--- config.mk ---
export PLATFORM = sky130hd
export DESIGN_NAME = mouse_look_direction_update
export DESIGN_NICKNAME = d
export VERILOG_FILES = /design/src/design/mld_pkg.sv /design/src/design/mld_cordic.sv /design/src/design/mouse_look_direction_update.sv
export SDC_FILE = /design/constraint.sdc
export NUM_CORES = 2
export LEC_CHECK = 0
export BUFFER_PORTS_ARGS = -buffer_cell sky130_fd_sc_hd__buf_2
export CORE_AREA = 2 2 409 411
export CTS_BUF_LIST = sky130_fd_sc_hd__clkbuf_4 sky130_fd_sc_hd__clkbuf_8
export CTS_CLUSTER_DIAMETER = 50
export DETAILED_ROUTE_END_ITERATION = 6
export DIE_AREA = 0 0 411 413
export PLACE_DENSITY = 0.62
export SETUP_SLACK_MARGIN = 0.15
export SLEW_MARGIN = 40
export SYNTH_ARGS = -nofsm -noshare
export SYNTH_HDL_FRONTEND = slang
export SYNTH_SLANG_ARGS = --single-unit
--- constraint.sdc ---
create_clock -name i_clk -period 12.45 [get_ports i_clk]
set_input_delay 3.735 -clock i_clk [delete_from_list [all_inputs] [get_ports i_clk]]
set_output_delay 3.735 -clock i_clk [all_outputs]
set_load 0.05 [all_outputs]
--- src/design/mld_pkg.sv ---
package mld_pkg;

    localparam int unsigned PITCH_LIMIT  = 23014;
    localparam int unsigned FULL_TURN    = 92160;
    localparam int unsigned HALF_TURN    = 46080;
    localparam int unsigned QUARTER_TURN = 23040;

    // pi in Q30 split as HALF_TURN * PI_QUO + PI_REM
    localparam int unsigned PI_QUO = 73204;
    localparam int unsigned PI_REM = 19106;

    // multiple of a full turn that keeps the wrapped yaw sum positive
    localparam int unsigned YAW_BIAS = FULL_TURN * 8192;

    // floor(w / 45) is (w * RECIP_45) >> 25 for w below 780000
    localparam int unsigned RECIP_45 = 745655;

    localparam logic signed [31:0] GAIN_Q30 = 32'sd652032874;

    localparam logic [15:0] SENS_RESET = 16'd410;
    localparam logic [16:0] YAW_RESET  = 17'd69120;

    localparam int unsigned CFG_IDX_W = 2;
    localparam logic [CFG_IDX_W-1:0] CFG_SENS  = 2'd0;
    localparam logic [CFG_IDX_W-1:0] CFG_PITCH = 2'd1;
    localparam logic [CFG_IDX_W-1:0] CFG_YAW   = 2'd2;

    typedef logic [4:0] t_atan_idx;

    typedef struct packed {
        logic start;
    } t_cordic_ctrl;

    typedef struct packed {
        logic busy;
        logic done;
    } t_cordic_stat;

    // truncated arctangent of 2^-i in Q30
    function automatic logic [29:0] atan_q30(input t_atan_idx idx);
        logic [29:0] v;
        v = '0;
        case (idx)
            5'd0:    v = 30'h3243F6A8;
            5'd1:    v = 30'h1DAC6705;
            5'd2:    v = 30'h0FADBAFC;
            5'd3:    v = 30'h07F56EA6;
            5'd4:    v = 30'h03FEAB76;
            5'd5:    v = 30'h01FFD55B;
            5'd6:    v = 30'h00FFFAAA;
            5'd7:    v = 30'h007FFF55;
            5'd8:    v = 30'h003FFFEA;
            5'd9:    v = 30'h001FFFFD;
            5'd10:   v = 30'h000FFFFF;
            5'd11:   v = 30'h0007FFFF;
            5'd12:   v = 30'h0003FFFF;
            5'd13:   v = 30'h0001FFFF;
            5'd14:   v = 30'h0000FFFF;
            5'd15:   v = 30'h00007FFF;
            5'd16:   v = 30'h00003FFF;
            5'd17:   v = 30'h00001FFF;
            5'd18:   v = 30'h00000FFF;
            5'd19:   v = 30'h000007FF;
            5'd20:   v = 30'h000003FF;
            5'd21:   v = 30'h000001FF;
            5'd22:   v = 30'h000000FF;
            5'd23:   v = 30'h0000007F;
            default: v = '0;
        endcase
        return v;
    endfunction

endpackage

--- src/design/mld_cordic.sv ---
module mld_cordic #(
    parameter int STEPS = 16
) (
    input  logic                 i_clk,
    input  logic                 i_rst_n,
    input  mld_pkg::t_cordic_ctrl i_ctrl,
    input  logic signed [32:0]   i_angle,
    output logic signed [31:0]   o_cos,
    output logic signed [31:0]   o_sin,
    output mld_pkg::t_cordic_stat o_stat
);

    localparam int STEP_W = (STEPS > 1) ? $clog2(STEPS) : 1;
    localparam logic [STEP_W-1:0] LAST_STEP = STEP_W'(STEPS - 1);

    logic                r_busy;
    logic                r_done;
    logic [STEP_W-1:0]   r_step;
    logic signed [31:0]  r_x;
    logic signed [31:0]  r_y;
    logic signed [32:0]  r_z;

    logic signed [31:0]  sh_x;
    logic signed [31:0]  sh_y;
    logic signed [32:0]  at;

    assign sh_x = r_y >>> r_step;
    assign sh_y = r_x >>> r_step;
    assign at   = $signed({3'b000, mld_pkg::atan_q30(mld_pkg::t_atan_idx'(r_step))});

    always_ff @(posedge i_clk) begin
        if (!i_rst_n) begin
            r_busy <= 1'b0;
            r_done <= 1'b0;
        end else begin
            r_done <= 1'b0;
            if (i_ctrl.start) begin
                r_busy <= 1'b1;
            end else if (r_busy && r_step == LAST_STEP) begin
                r_busy <= 1'b0;
                r_done <= 1'b1;
            end
        end
    end

    always_ff @(posedge i_clk) begin
        if (i_ctrl.start) begin
            r_step <= '0;
            r_x    <= mld_pkg::GAIN_Q30;
            r_y    <= '0;
            r_z    <= i_angle;
        end else if (r_busy) begin
            r_step <= r_step + 1'b1;
            if (!r_z[32]) begin
                r_x <= r_x - sh_x;
                r_y <= r_y + sh_y;
                r_z <= r_z - at;
            end else begin
                r_x <= r_x + sh_x;
                r_y <= r_y - sh_y;
                r_z <= r_z + at;
            end
        end
    end

    assign o_cos       = r_x;
    assign o_sin       = r_y;
    assign o_stat.busy = r_busy;
    assign o_stat.done = r_done;

endmodule

--- src/design/mouse_look_direction_update.sv ---
// channel   dir  handshake                    payload
// s_axis    in   i_s_axis_tvalid / o_..tready cursor_x [11:0], cursor_y [23:12]
// m_axis    out  o_m_axis_tvalid / i_..tready dir_x [15:0], dir_y [31:16], dir_z [47:32]
// cfg       in   i_cfg_valid / o_cfg_ready    index 0 sensitivity, 1 start_pitch, 2 start_yaw
//
// a transaction runs the shared cordic once for pitch and once for yaw before the next one;
// yaw wrap and degree-to-radian scaling are reciprocal multiplies on the shared multiplier
// input is not ready while a transaction is in flight; a finished result sits in the
// output register, so the next transaction can be taken while it waits
// synchronous active-low reset loads the reset angles and arms the first-sample flag
module mouse_look_direction_update #(
    parameter int COORD_BITS   = 12,
    parameter int CORDIC_STEPS = 16
) (
    input  logic        i_clk,
    input  logic        i_rst_n,
    input  logic        i_s_axis_tvalid,
    output logic        o_s_axis_tready,
    input  logic [23:0] i_s_axis_tdata,   // cursor_x, cursor_y
    output logic        o_m_axis_tvalid,
    input  logic        i_m_axis_tready,
    output logic [47:0] o_m_axis_tdata,   // dir_x, dir_y, dir_z
    input  logic        i_cfg_valid,
    output logic        o_cfg_ready,
    input  logic [mld_pkg::CFG_IDX_W-1:0] i_cfg_index,
    input  logic [16:0] i_cfg_data
);

    localparam int CW = COORD_BITS;

    typedef enum logic [12:0] {
        ST_IDLE     = 13'b0000000000001,
        ST_MUL_X    = 13'b0000000000010,
        ST_MUL_Y    = 13'b0000000000100,
        ST_PITCH    = 13'b0000000001000,
        ST_YAW_MOD  = 13'b0000000010000,
        ST_CONV_A   = 13'b0000000100000,
        ST_CONV_B   = 13'b0000001000000,
        ST_DIV_Q    = 13'b0000010000000,
        ST_ROT_GO   = 13'b0000100000000,
        ST_ROT_WAIT = 13'b0001000000000,
        ST_FIN_X    = 13'b0010000000000,
        ST_FIN_Z    = 13'b0100000000000,
        ST_FIN_D    = 13'b1000000000000
    } t_state;

    t_state              r_state;
    logic                r_o_valid;
    logic [47:0]         r_o_data;
    logic [15:0]         r_sens;
    logic signed [15:0]  r_pitch;
    logic [16:0]         r_yaw;
    logic [CW-1:0]       r_last_x;
    logic [CW-1:0]       r_last_y;
    logic                r_first;
    logic                r_second;

    logic signed [CW:0]  r_dx;
    logic signed [CW:0]  r_dy;
    logic signed [63:0]  r_prod;
    logic [31:0]         r_rem;
    logic [14:0]         r_mag;
    logic                r_neg;
    logic                r_flip;
    logic signed [31:0]  r_cp;
    logic signed [31:0]  r_sp;
    logic signed [31:0]  r_cy;
    logic signed [31:0]  r_sy;
    logic signed [15:0]  r_dirx;

    logic [15:0]         x_ext;
    logic [15:0]         y_ext;
    logic [CW-1:0]       cur_x;
    logic [CW-1:0]       cur_y;
    logic                in_acc;
    logic                out_acc;
    logic                cfg_acc;

    logic signed [31:0]  mul_a;
    logic signed [31:0]  mul_b;
    logic                mul_en;
    logic signed [63:0]  mul_p;

    logic signed [35:0]  scl_sum;
    logic signed [31:0]  scl;
    logic signed [32:0]  yaw_sum;
    logic signed [32:0]  pitch_sum;
    logic signed [15:0]  pitch_sat;

    logic [16:0]         yaw_mod;

    logic signed [17:0]  yaw_s;
    logic signed [17:0]  ang;
    logic signed [17:0]  fold_a;
    logic                fold_flip;
    logic signed [17:0]  fold_abs;
    logic [14:0]         mag_c;

    logic [31:0]         z_mag;
    logic signed [32:0]  z_q30;

    logic signed [31:0]  cos_f;
    logic signed [31:0]  sin_f;
    logic signed [15:0]  dirx_c;
    logic signed [15:0]  diry_c;
    logic signed [15:0]  dirz_c;
    logic signed [63:0]  sp_ext;

    logic signed [15:0]  cfg_pitch;
    logic [16:0]         cfg_yaw;

    mld_pkg::t_cordic_ctrl cord_ctrl;
    mld_pkg::t_cordic_stat cord_stat;
    logic signed [31:0]    cord_cos;
    logic signed [31:0]    cord_sin;

    function automatic logic signed [15:0] clamp_q14(input logic signed [63:0] t);
        if (t > 64'sd16384) begin
            return 16'sd16384;
        end else if (t < -64'sd16384) begin
            return -16'sd16384;
        end else begin
            return t[15:0];
        end
    endfunction

    assign x_ext   = {4'b0000, i_s_axis_tdata[11:0]};
    assign y_ext   = {4'b0000, i_s_axis_tdata[23:12]};
    assign cur_x   = x_ext[CW-1:0];
    assign cur_y   = y_ext[CW-1:0];

    assign o_s_axis_tready = (r_state == ST_IDLE);
    assign in_acc  = i_s_axis_tvalid && o_s_axis_tready;
    assign out_acc = r_o_valid && i_m_axis_tready;
    assign o_cfg_ready = 1'b1;
    assign cfg_acc = i_cfg_valid;

    // shared multiplier
    always_comb begin
        mul_a  = '0;
        mul_b  = '0;
        mul_en = 1'b1;
        unique case (r_state)
            ST_MUL_X: begin
                mul_a = 32'(r_dx);
                mul_b = $signed({16'd0, r_sens});
            end
            ST_MUL_Y: begin
                mul_a = 32'(r_dy);
                mul_b = $signed({16'd0, r_sens});
            end
            ST_PITCH: begin
                // full turn is 45 << 11
                mul_a = $signed({11'd0, r_rem[31:11]});
                mul_b = 32'(mld_pkg::RECIP_45);
            end
            ST_YAW_MOD: begin
                mul_a = $signed({17'd0, r_prod[39:25]});
                mul_b = 32'(mld_pkg::FULL_TURN);
            end
            ST_CONV_A: begin
                mul_a = $signed({17'd0, mag_c});
                mul_b = 32'(mld_pkg::PI_REM);
            end
            ST_CONV_B: begin
                mul_a = $signed({17'd0, r_mag});
                mul_b = 32'(mld_pkg::PI_QUO);
            end
            ST_DIV_Q: begin
                // half turn is 45 << 10
                mul_a = $signed({10'd0, r_rem[31:10]});
                mul_b = 32'(mld_pkg::RECIP_45);
            end
            ST_FIN_X: begin
                mul_a = r_cy;
                mul_b = r_cp;
            end
            ST_FIN_Z: begin
                mul_a = r_sy;
                mul_b = r_cp;
            end
            default: begin
                mul_en = 1'b0;
            end
        endcase
    end

    assign mul_p = mul_a * mul_b;

    // scaled delta in 1/256 degree, rounded half up
    assign scl_sum   = $signed(r_prod[35:0]) + 36'sd8;
    assign scl       = scl_sum[35:4];
    assign yaw_sum   = $signed({16'd0, r_yaw}) + $signed({scl[31], scl})
                       + $signed({1'b0, 32'(mld_pkg::YAW_BIAS)});
    assign pitch_sum = $signed({{17{r_pitch[15]}}, r_pitch}) + $signed({scl[31], scl});

    always_comb begin
        if (pitch_sum > $signed(33'(mld_pkg::PITCH_LIMIT))) begin
            pitch_sat = 16'(mld_pkg::PITCH_LIMIT);
        end else if (pitch_sum < -$signed(33'(mld_pkg::PITCH_LIMIT))) begin
            pitch_sat = -16'(mld_pkg::PITCH_LIMIT);
        end else begin
            pitch_sat = pitch_sum[15:0];
        end
    end

    // biased yaw sum less whole turns
    assign yaw_mod = r_rem[16:0] - mul_p[16:0];

    // fold the angle into a quarter turn either side of zero
    assign yaw_s = (r_yaw >= 17'(mld_pkg::HALF_TURN))
                   ? $signed({1'b0, r_yaw}) - $signed(18'(mld_pkg::FULL_TURN))
                   : $signed({1'b0, r_yaw});
    assign ang   = r_second ? yaw_s : $signed({{2{r_pitch[15]}}, r_pitch});

    always_comb begin
        fold_a    = ang;
        fold_flip = 1'b0;
        if (ang > $signed(18'(mld_pkg::QUARTER_TURN))) begin
            fold_a    = ang - $signed(18'(mld_pkg::HALF_TURN));
            fold_flip = 1'b1;
        end else if (ang < -$signed(18'(mld_pkg::QUARTER_TURN))) begin
            fold_a    = ang + $signed(18'(mld_pkg::HALF_TURN));
            fold_flip = 1'b1;
        end
    end

    assign fold_abs = fold_a[17] ? -fold_a : fold_a;
    assign mag_c    = fold_abs[14:0];

    assign z_mag = r_rem + {17'd0, r_prod[39:25]};
    assign z_q30 = r_neg ? -$signed({1'b0, z_mag}) : $signed({1'b0, z_mag});

    assign cord_ctrl.start = (r_state == ST_ROT_GO);

    mld_cordic #(
        .STEPS (CORDIC_STEPS)
    ) u_cordic (
        .i_clk   (i_clk),
        .i_rst_n (i_rst_n),
        .i_ctrl  (cord_ctrl),
        .i_angle (z_q30),
        .o_cos   (cord_cos),
        .o_sin   (cord_sin),
        .o_stat  (cord_stat)
    );

    assign cos_f = r_flip ? -cord_cos : cord_cos;
    assign sin_f = r_flip ? -cord_sin : cord_sin;

    assign sp_ext = {{32{r_sp[31]}}, r_sp};
    assign dirx_c = clamp_q14((r_prod + (64'sd1 <<< 45)) >>> 46);
    assign dirz_c = clamp_q14((r_prod + (64'sd1 <<< 45)) >>> 46);
    assign diry_c = clamp_q14((sp_ext + 64'sd32768) >>> 16);

    // config values as loaded into the angles
    always_comb begin
        cfg_pitch = $signed(i_cfg_data[15:0]);
        if ($signed(i_cfg_data[15:0]) > $signed(16'(mld_pkg::PITCH_LIMIT))) begin
            cfg_pitch = 16'(mld_pkg::PITCH_LIMIT);
        end else if ($signed(i_cfg_data[15:0]) < -$signed(16'(mld_pkg::PITCH_LIMIT))) begin
            cfg_pitch = -16'(mld_pkg::PITCH_LIMIT);
        end
        cfg_yaw = i_cfg_data;
        if (i_cfg_data >= 17'(mld_pkg::FULL_TURN)) begin
            cfg_yaw = i_cfg_data - 17'(mld_pkg::FULL_TURN);
        end
    end

    always_ff @(posedge i_clk) begin
        if (!i_rst_n) begin
            r_state   <= ST_IDLE;
            r_o_valid <= 1'b0;
            r_sens    <= mld_pkg::SENS_RESET;
            r_pitch   <= '0;
            r_yaw     <= mld_pkg::YAW_RESET;
            r_last_x  <= '0;
            r_last_y  <= '0;
            r_first   <= 1'b1;
            r_second  <= 1'b0;
        end else begin
            if (out_acc) begin
                r_o_valid <= 1'b0;
            end
            unique case (r_state)
                ST_IDLE: begin
                    if (in_acc) begin
                        r_last_x <= cur_x;
                        r_last_y <= cur_y;
                        r_first  <= 1'b0;
                        r_second <= 1'b0;
                        r_state  <= ST_MUL_X;
                    end
                end
                ST_MUL_X: begin
                    r_state <= ST_MUL_Y;
                end
                ST_MUL_Y: begin
                    r_state <= ST_PITCH;
                end
                ST_PITCH: begin
                    r_pitch <= pitch_sat;
                    r_state <= ST_YAW_MOD;
                end
                ST_YAW_MOD: begin
                    r_yaw   <= yaw_mod;
                    r_state <= ST_CONV_A;
                end
                ST_CONV_A: begin
                    r_state <= ST_CONV_B;
                end
                ST_CONV_B: begin
                    r_state <= ST_DIV_Q;
                end
                ST_DIV_Q: begin
                    r_state <= ST_ROT_GO;
                end
                ST_ROT_GO: begin
                    r_state <= ST_ROT_WAIT;
                end
                ST_ROT_WAIT: begin
                    if (cord_stat.done) begin
                        if (!r_second) begin
                            r_second <= 1'b1;
                            r_state  <= ST_CONV_A;
                        end else begin
                            r_state  <= ST_FIN_X;
                        end
                    end
                end
                ST_FIN_X: begin
                    r_state <= ST_FIN_Z;
                end
                ST_FIN_Z: begin
                    r_state <= ST_FIN_D;
                end
                ST_FIN_D: begin
                    if (!r_o_valid || i_m_axis_tready) begin
                        r_o_valid <= 1'b1;
                        r_state   <= ST_IDLE;
                    end
                end
                default: begin
                    r_state <= ST_IDLE;
                end
            endcase
            if (cfg_acc) begin
                unique case (i_cfg_index)
                    mld_pkg::CFG_SENS:  r_sens  <= i_cfg_data[15:0];
                    mld_pkg::CFG_PITCH: r_pitch <= cfg_pitch;
                    mld_pkg::CFG_YAW:   r_yaw   <= cfg_yaw;
                    default: begin
                    end
                endcase
            end
        end
    end

    always_ff @(posedge i_clk) begin
        if (mul_en) begin
            r_prod <= mul_p;
        end
        if (in_acc) begin
            if (r_first) begin
                r_dx <= '0;
                r_dy <= '0;
            end else begin
                r_dx <= $signed({1'b0, cur_x}) - $signed({1'b0, r_last_x});
                r_dy <= $signed({1'b0, r_last_y}) - $signed({1'b0, cur_y});
            end
        end
        if (r_state == ST_MUL_Y) begin
            r_rem <= yaw_sum[31:0];
        end
        if (r_state == ST_DIV_Q) begin
            r_rem <= r_prod[31:0];
        end
        if (r_state == ST_CONV_A) begin
            r_mag  <= mag_c;
            r_neg  <= fold_a[17];
            r_flip <= fold_flip;
        end
        if (r_state == ST_CONV_B) begin
            r_rem <= r_prod[31:0] + 32'(mld_pkg::QUARTER_TURN);
        end
        if (r_state == ST_ROT_WAIT && cord_stat.done) begin
            if (!r_second) begin
                r_cp <= cos_f;
                r_sp <= sin_f;
            end else begin
                r_cy <= cos_f;
                r_sy <= sin_f;
            end
        end
        if (r_state == ST_FIN_Z) begin
            r_dirx <= dirx_c;
        end
        if (r_state == ST_FIN_D && (!r_o_valid || i_m_axis_tready)) begin
            r_o_data <= {dirz_c, diry_c, r_dirx};
        end
    end

    assign o_m_axis_tvalid = r_o_valid;
    assign o_m_axis_tdata  = r_o_data;

    a_pitch_range: assert property (@(posedge i_clk) disable iff (!i_rst_n)
        (r_pitch <= $signed(16'(mld_pkg::PITCH_LIMIT)))
        && (r_pitch >= -$signed(16'(mld_pkg::PITCH_LIMIT))))
        else $error("pitch outside limit");

    a_yaw_range: assert property (@(posedge i_clk) disable iff (!i_rst_n)
        r_yaw < 17'(mld_pkg::FULL_TURN))
        else $error("yaw not wrapped");

    a_cordic_done: assert property (@(posedge i_clk) disable iff (!i_rst_n)
        cord_stat.done |-> (r_state == ST_ROT_WAIT))
        else $error("cordic finished outside wait state");

    a_cordic_start: assert property (@(posedge i_clk) disable iff (!i_rst_n)
        cord_ctrl.start |-> !cord_stat.busy)
        else $error("cordic restarted while busy");

    a_accept_seq: assert property (@(posedge i_clk) disable iff (!i_rst_n)
        in_acc |=> (r_state == ST_MUL_X))
        else $error("accepted transaction not started");

endmodule
==> out/metrics.cfg <==
[status]
status=finished with violations
violations=design-rule violations

[sta]
final_hold_viol_count=0
worstMarginPinSlew_ns=0.898
slew_headroom_pct=40.1
holdWs_ns=0.419
slew_viol_final=0
clock-skew-final_ns=0.0894
min_period_over_period_pct=96.4
max_freq_mhz=83.3
rsz0062_at_grt=false
tns_ns=0
min_period_ns=12.00
fin_ws_ns=0.446
setup_viol=0

[worst_hold_path]
holdPathStages=0
min_to=o_m_axis_tdata[5]
hp-class=register to register
worstHoldStart=r_dirx[5]

[route]
drc=1
ant_nets=0
drt_first_pass_iters=7
via_per_inst=5.89
wl_per_cell_um=23.9
dr_total_vias=64600
totalWireLength_mm=262
drt_iter0_drc=6358

[cells_and_area]
nets=10200
drive_above_1_share_pct=9.14
syn_to_final_growth_pct=7.90
fin_util_pct=50.3

[critical_path]
rr_worst_depth=42
worstPathArrival_ns=12.61
crit_path_top_delay_cell=fa_1
critPathMaxStageDelay_ns=0.59
r2r_start=r_yaw[2]
path_common_cell=fa_1
cp-start-kind=register
cp-end-kind=register
rrSetupSlack_ns=0.45
r2r_end=r_prod[61]
worstSetupPathType=register to register
required_ns=13.05
cp_max_fo=11

[die]
die-area_sq_um=170000
start_util_pct=46.6
rows=150
io_pins=99
core-area_sq_um=166000
die_y_um=413
fp.dieW_um=411

[clocking]
cts.sinks=532
clock_path_buffers=3
clk_pin_slew_ns=0.06
cts_hold_buf=0
clock_latency_ns=0.85
root_buffer=clkbuf_8
cts_made_buffers=100
h-tree-depth=3
cts_tree=built

[synthesis]
yosysUniqueCellTypes=109
ys_ff_latch=532
synth_fp_nets=10200
yosysTopAreaCell=fa_1
postSynthCellCount=8659
synthArstFlopShare_pct=0
synth_area_leaders=fa_1, edfxtp_1, ha_1, inv_1, nand2_1
synth_area_sq_um=77400
synth_edf_count=344
yosysSeqAreaShare_pct=18.2
yosys_warnings=0
synth_flop_cell=edfxtp_1
netlist.area_leader.share_pct=28.2
syn_avg_cell_area_sq_um=8.94

[place]
preCtsSetupSlack_ns=-0.0963
dp_hpwl_mm=213
gp_congestion=1.00
port_buffers=97

[global_route]
grt_overflow=0
track_usage_pct=31.0
grt_pass1_wl_mm=397
grt_pass1_vias=63800
grt_max_degree=82
antenna_found_initial=14

[run]
drv_cap=0

[power_and_ir_drop]
max-vdd-ir-drop_v=0.0000856
power-per-cell-area_nw_per_um2=62.5
p_leak_nw=35.5

==> synth_stat cells (30+ instances only) <==
| cell | count |
|---|---|
| a221o_1 | 30 |
| a21oi_1 | 411 |
| edfxtp_1 | 344 |
| nand2b_1 | 75 |
| nand2_1 | 1097 |
| clkbuf_1 | 351 |
| ha_1 | 412 |
| o21a_1 | 63 |
| o21bai_1 | 33 |
| a211oi_1 | 59 |
| nor2_1 | 724 |
| fa_1 | 1091 |
| a21o_1 | 128 |
| a221oi_1 | 36 |
| nor3_1 | 128 |
| xnor2_1 | 300 |
| or3_1 | 59 |
| or2_2 | 30 |
| a22oi_1 | 41 |
| nor2b_1 | 55 |
| o31ai_1 | 48 |
| a31oi_1 | 64 |
| dfxtp_1 | 188 |
| xor2_1 | 179 |
| nand4_1 | 45 |
| and2_1 | 51 |
| inv_1 | 1275 |
| mux4_2 | 82 |
| o211ai_1 | 45 |
| and3_1 | 72 |
| nand3_1 | 153 |
| mux2i_1 | 88 |
| buf_1 | 43 |
| o21ai_0 | 304 |
==> where the power goes <==
group / internal [mW] / total, mW / switching (mW) / leakage (nW)
registers: 1.95 / 2.06 / 0.108 / 4.65
clock network: 1.04 / 1.91 / 0.865 / 1.16
logic: 0.438 / 1.25 / 0.807 / 29.7
total: 3.43 / 5.21 / 1.78 / 35.5
==> timing repair <==
item,CTS,global route
resized for setup,6,32
endpoints found under the setup margin,12,20
pin swaps,1,6
cloned,0,1
buffers inserted,1,9
==> worst max-delay path by stage <==
stage | cells past startpoint | slack, ns | endpoint | from
final | 42 | 0.45 | r_prod[61] | r_yaw[2]
after CTS | 38 | 0.16 | r_prod[58] | r_yaw[3]
after global routing | 41 | 0.10 | r_prod[61] | r_yaw[2]
after global placement | 40 | -0.33 | r_prod[57] | r_yaw[3]
after floorplan | 40 | 1.13 | r_prod[58] | r_second
after detailed placement | 40 | -0.1 | r_prod[58] | r_yaw[3]
==> layer usage <==
metal	up-vias	GRT usage, %	share of wire [%]
met3	466	7.25	11
met4	6	9.62	3.5
li1	28800	-	-
met5	-	0	0.017
met1	32400	44.0	43
met2	2966	46.8	43
==> through the flow <==
stage          power (mW)  instances  cell area [sq um]
3_3_place_gp         3.28      10800              80800
5_1_grt              5.42      11000              83500
4_1_cts              5.21      10900              83200
6_report             5.21      11000              83500
2_1_floorplan        2.85       8659              77400
3_5_place_dp         3.29      10800              80900
==> flip-flops by register name, indices dropped and copies added (netlist names), 4 cells and up <==
name	count
r_cp	32
o_m_axis_tdata	48
r_rem	32
u_cordic.o_sin	32
r_last_y	12
r_sens	16
u_cordic.at	29
u_cordic.o_cos	32
u_cordic.r_step	4
r_sp	17
r_dy	13
r_pitch	16
r_cy	32
r_yaw	17
r_last_x	12
r_prod	59
r_mag	15
r_dx	13
u_cordic.r_z	33
r_dirx	16
r_sy	32
r_state	13
==> placed cells by master, fill, tap and decap left out, types with 230 or more instances in the layout <==
| master | n |
|---|---|
| inv_1 | 1273 |
| a21oi_1 | 407 |
| fa_1 | 1090 |
| o21ai_0 | 301 |
| nor2_1 | 720 |
| nand2_1 | 1095 |
| edfxtp_1 | 344 |
| buf_4 | 230 |
| xnor2_1 | 299 |
| ha_1 | 410 |
==> area by class of cell <==
| cell class | count | area (sq um) |
|---|---|---|
| multi-input cells | 6413 | 57200 |
| fillers | 15700 | 82400 |
| clock buffers | 142 | 1790 |
| flip-flops and latches | 532 | 14100 |
| inverters | 1282 | 4810 |
| repair buffers | 339 | 2380 |
| diodes | 4 | 10.0 |
| clock inverters | 48 | 429 |
| well taps | 2204 | 2760 |
==> kinds of logic after synthesis <==
family                   Yosys count  synth area share [%]
AND/OR/NAND/NOR                 2672                  15.8
buffers and inverters           1715                  8.49
AO/OA/AOI/OAI                   1562                  13.3
adder cells (fa/ha/maj)         1503                  34.9
flip-flops                       532                  18.2
XOR/XNOR                         479                  5.42
multiplexers                     195                  3.89
other                              1               0.00485
==> critical path, delay by kind of cell, from the launching register on <==
family	cells	cell delay, ns
flops	1	0.37
compound gates	13	2.63
fa+ha+maj	10	4.75
xor+xnor	2	0.36
buf+inv	6	0.60
mux	1	0.30
simple gates	10	2.73
(Power assumes the default switching activity.)
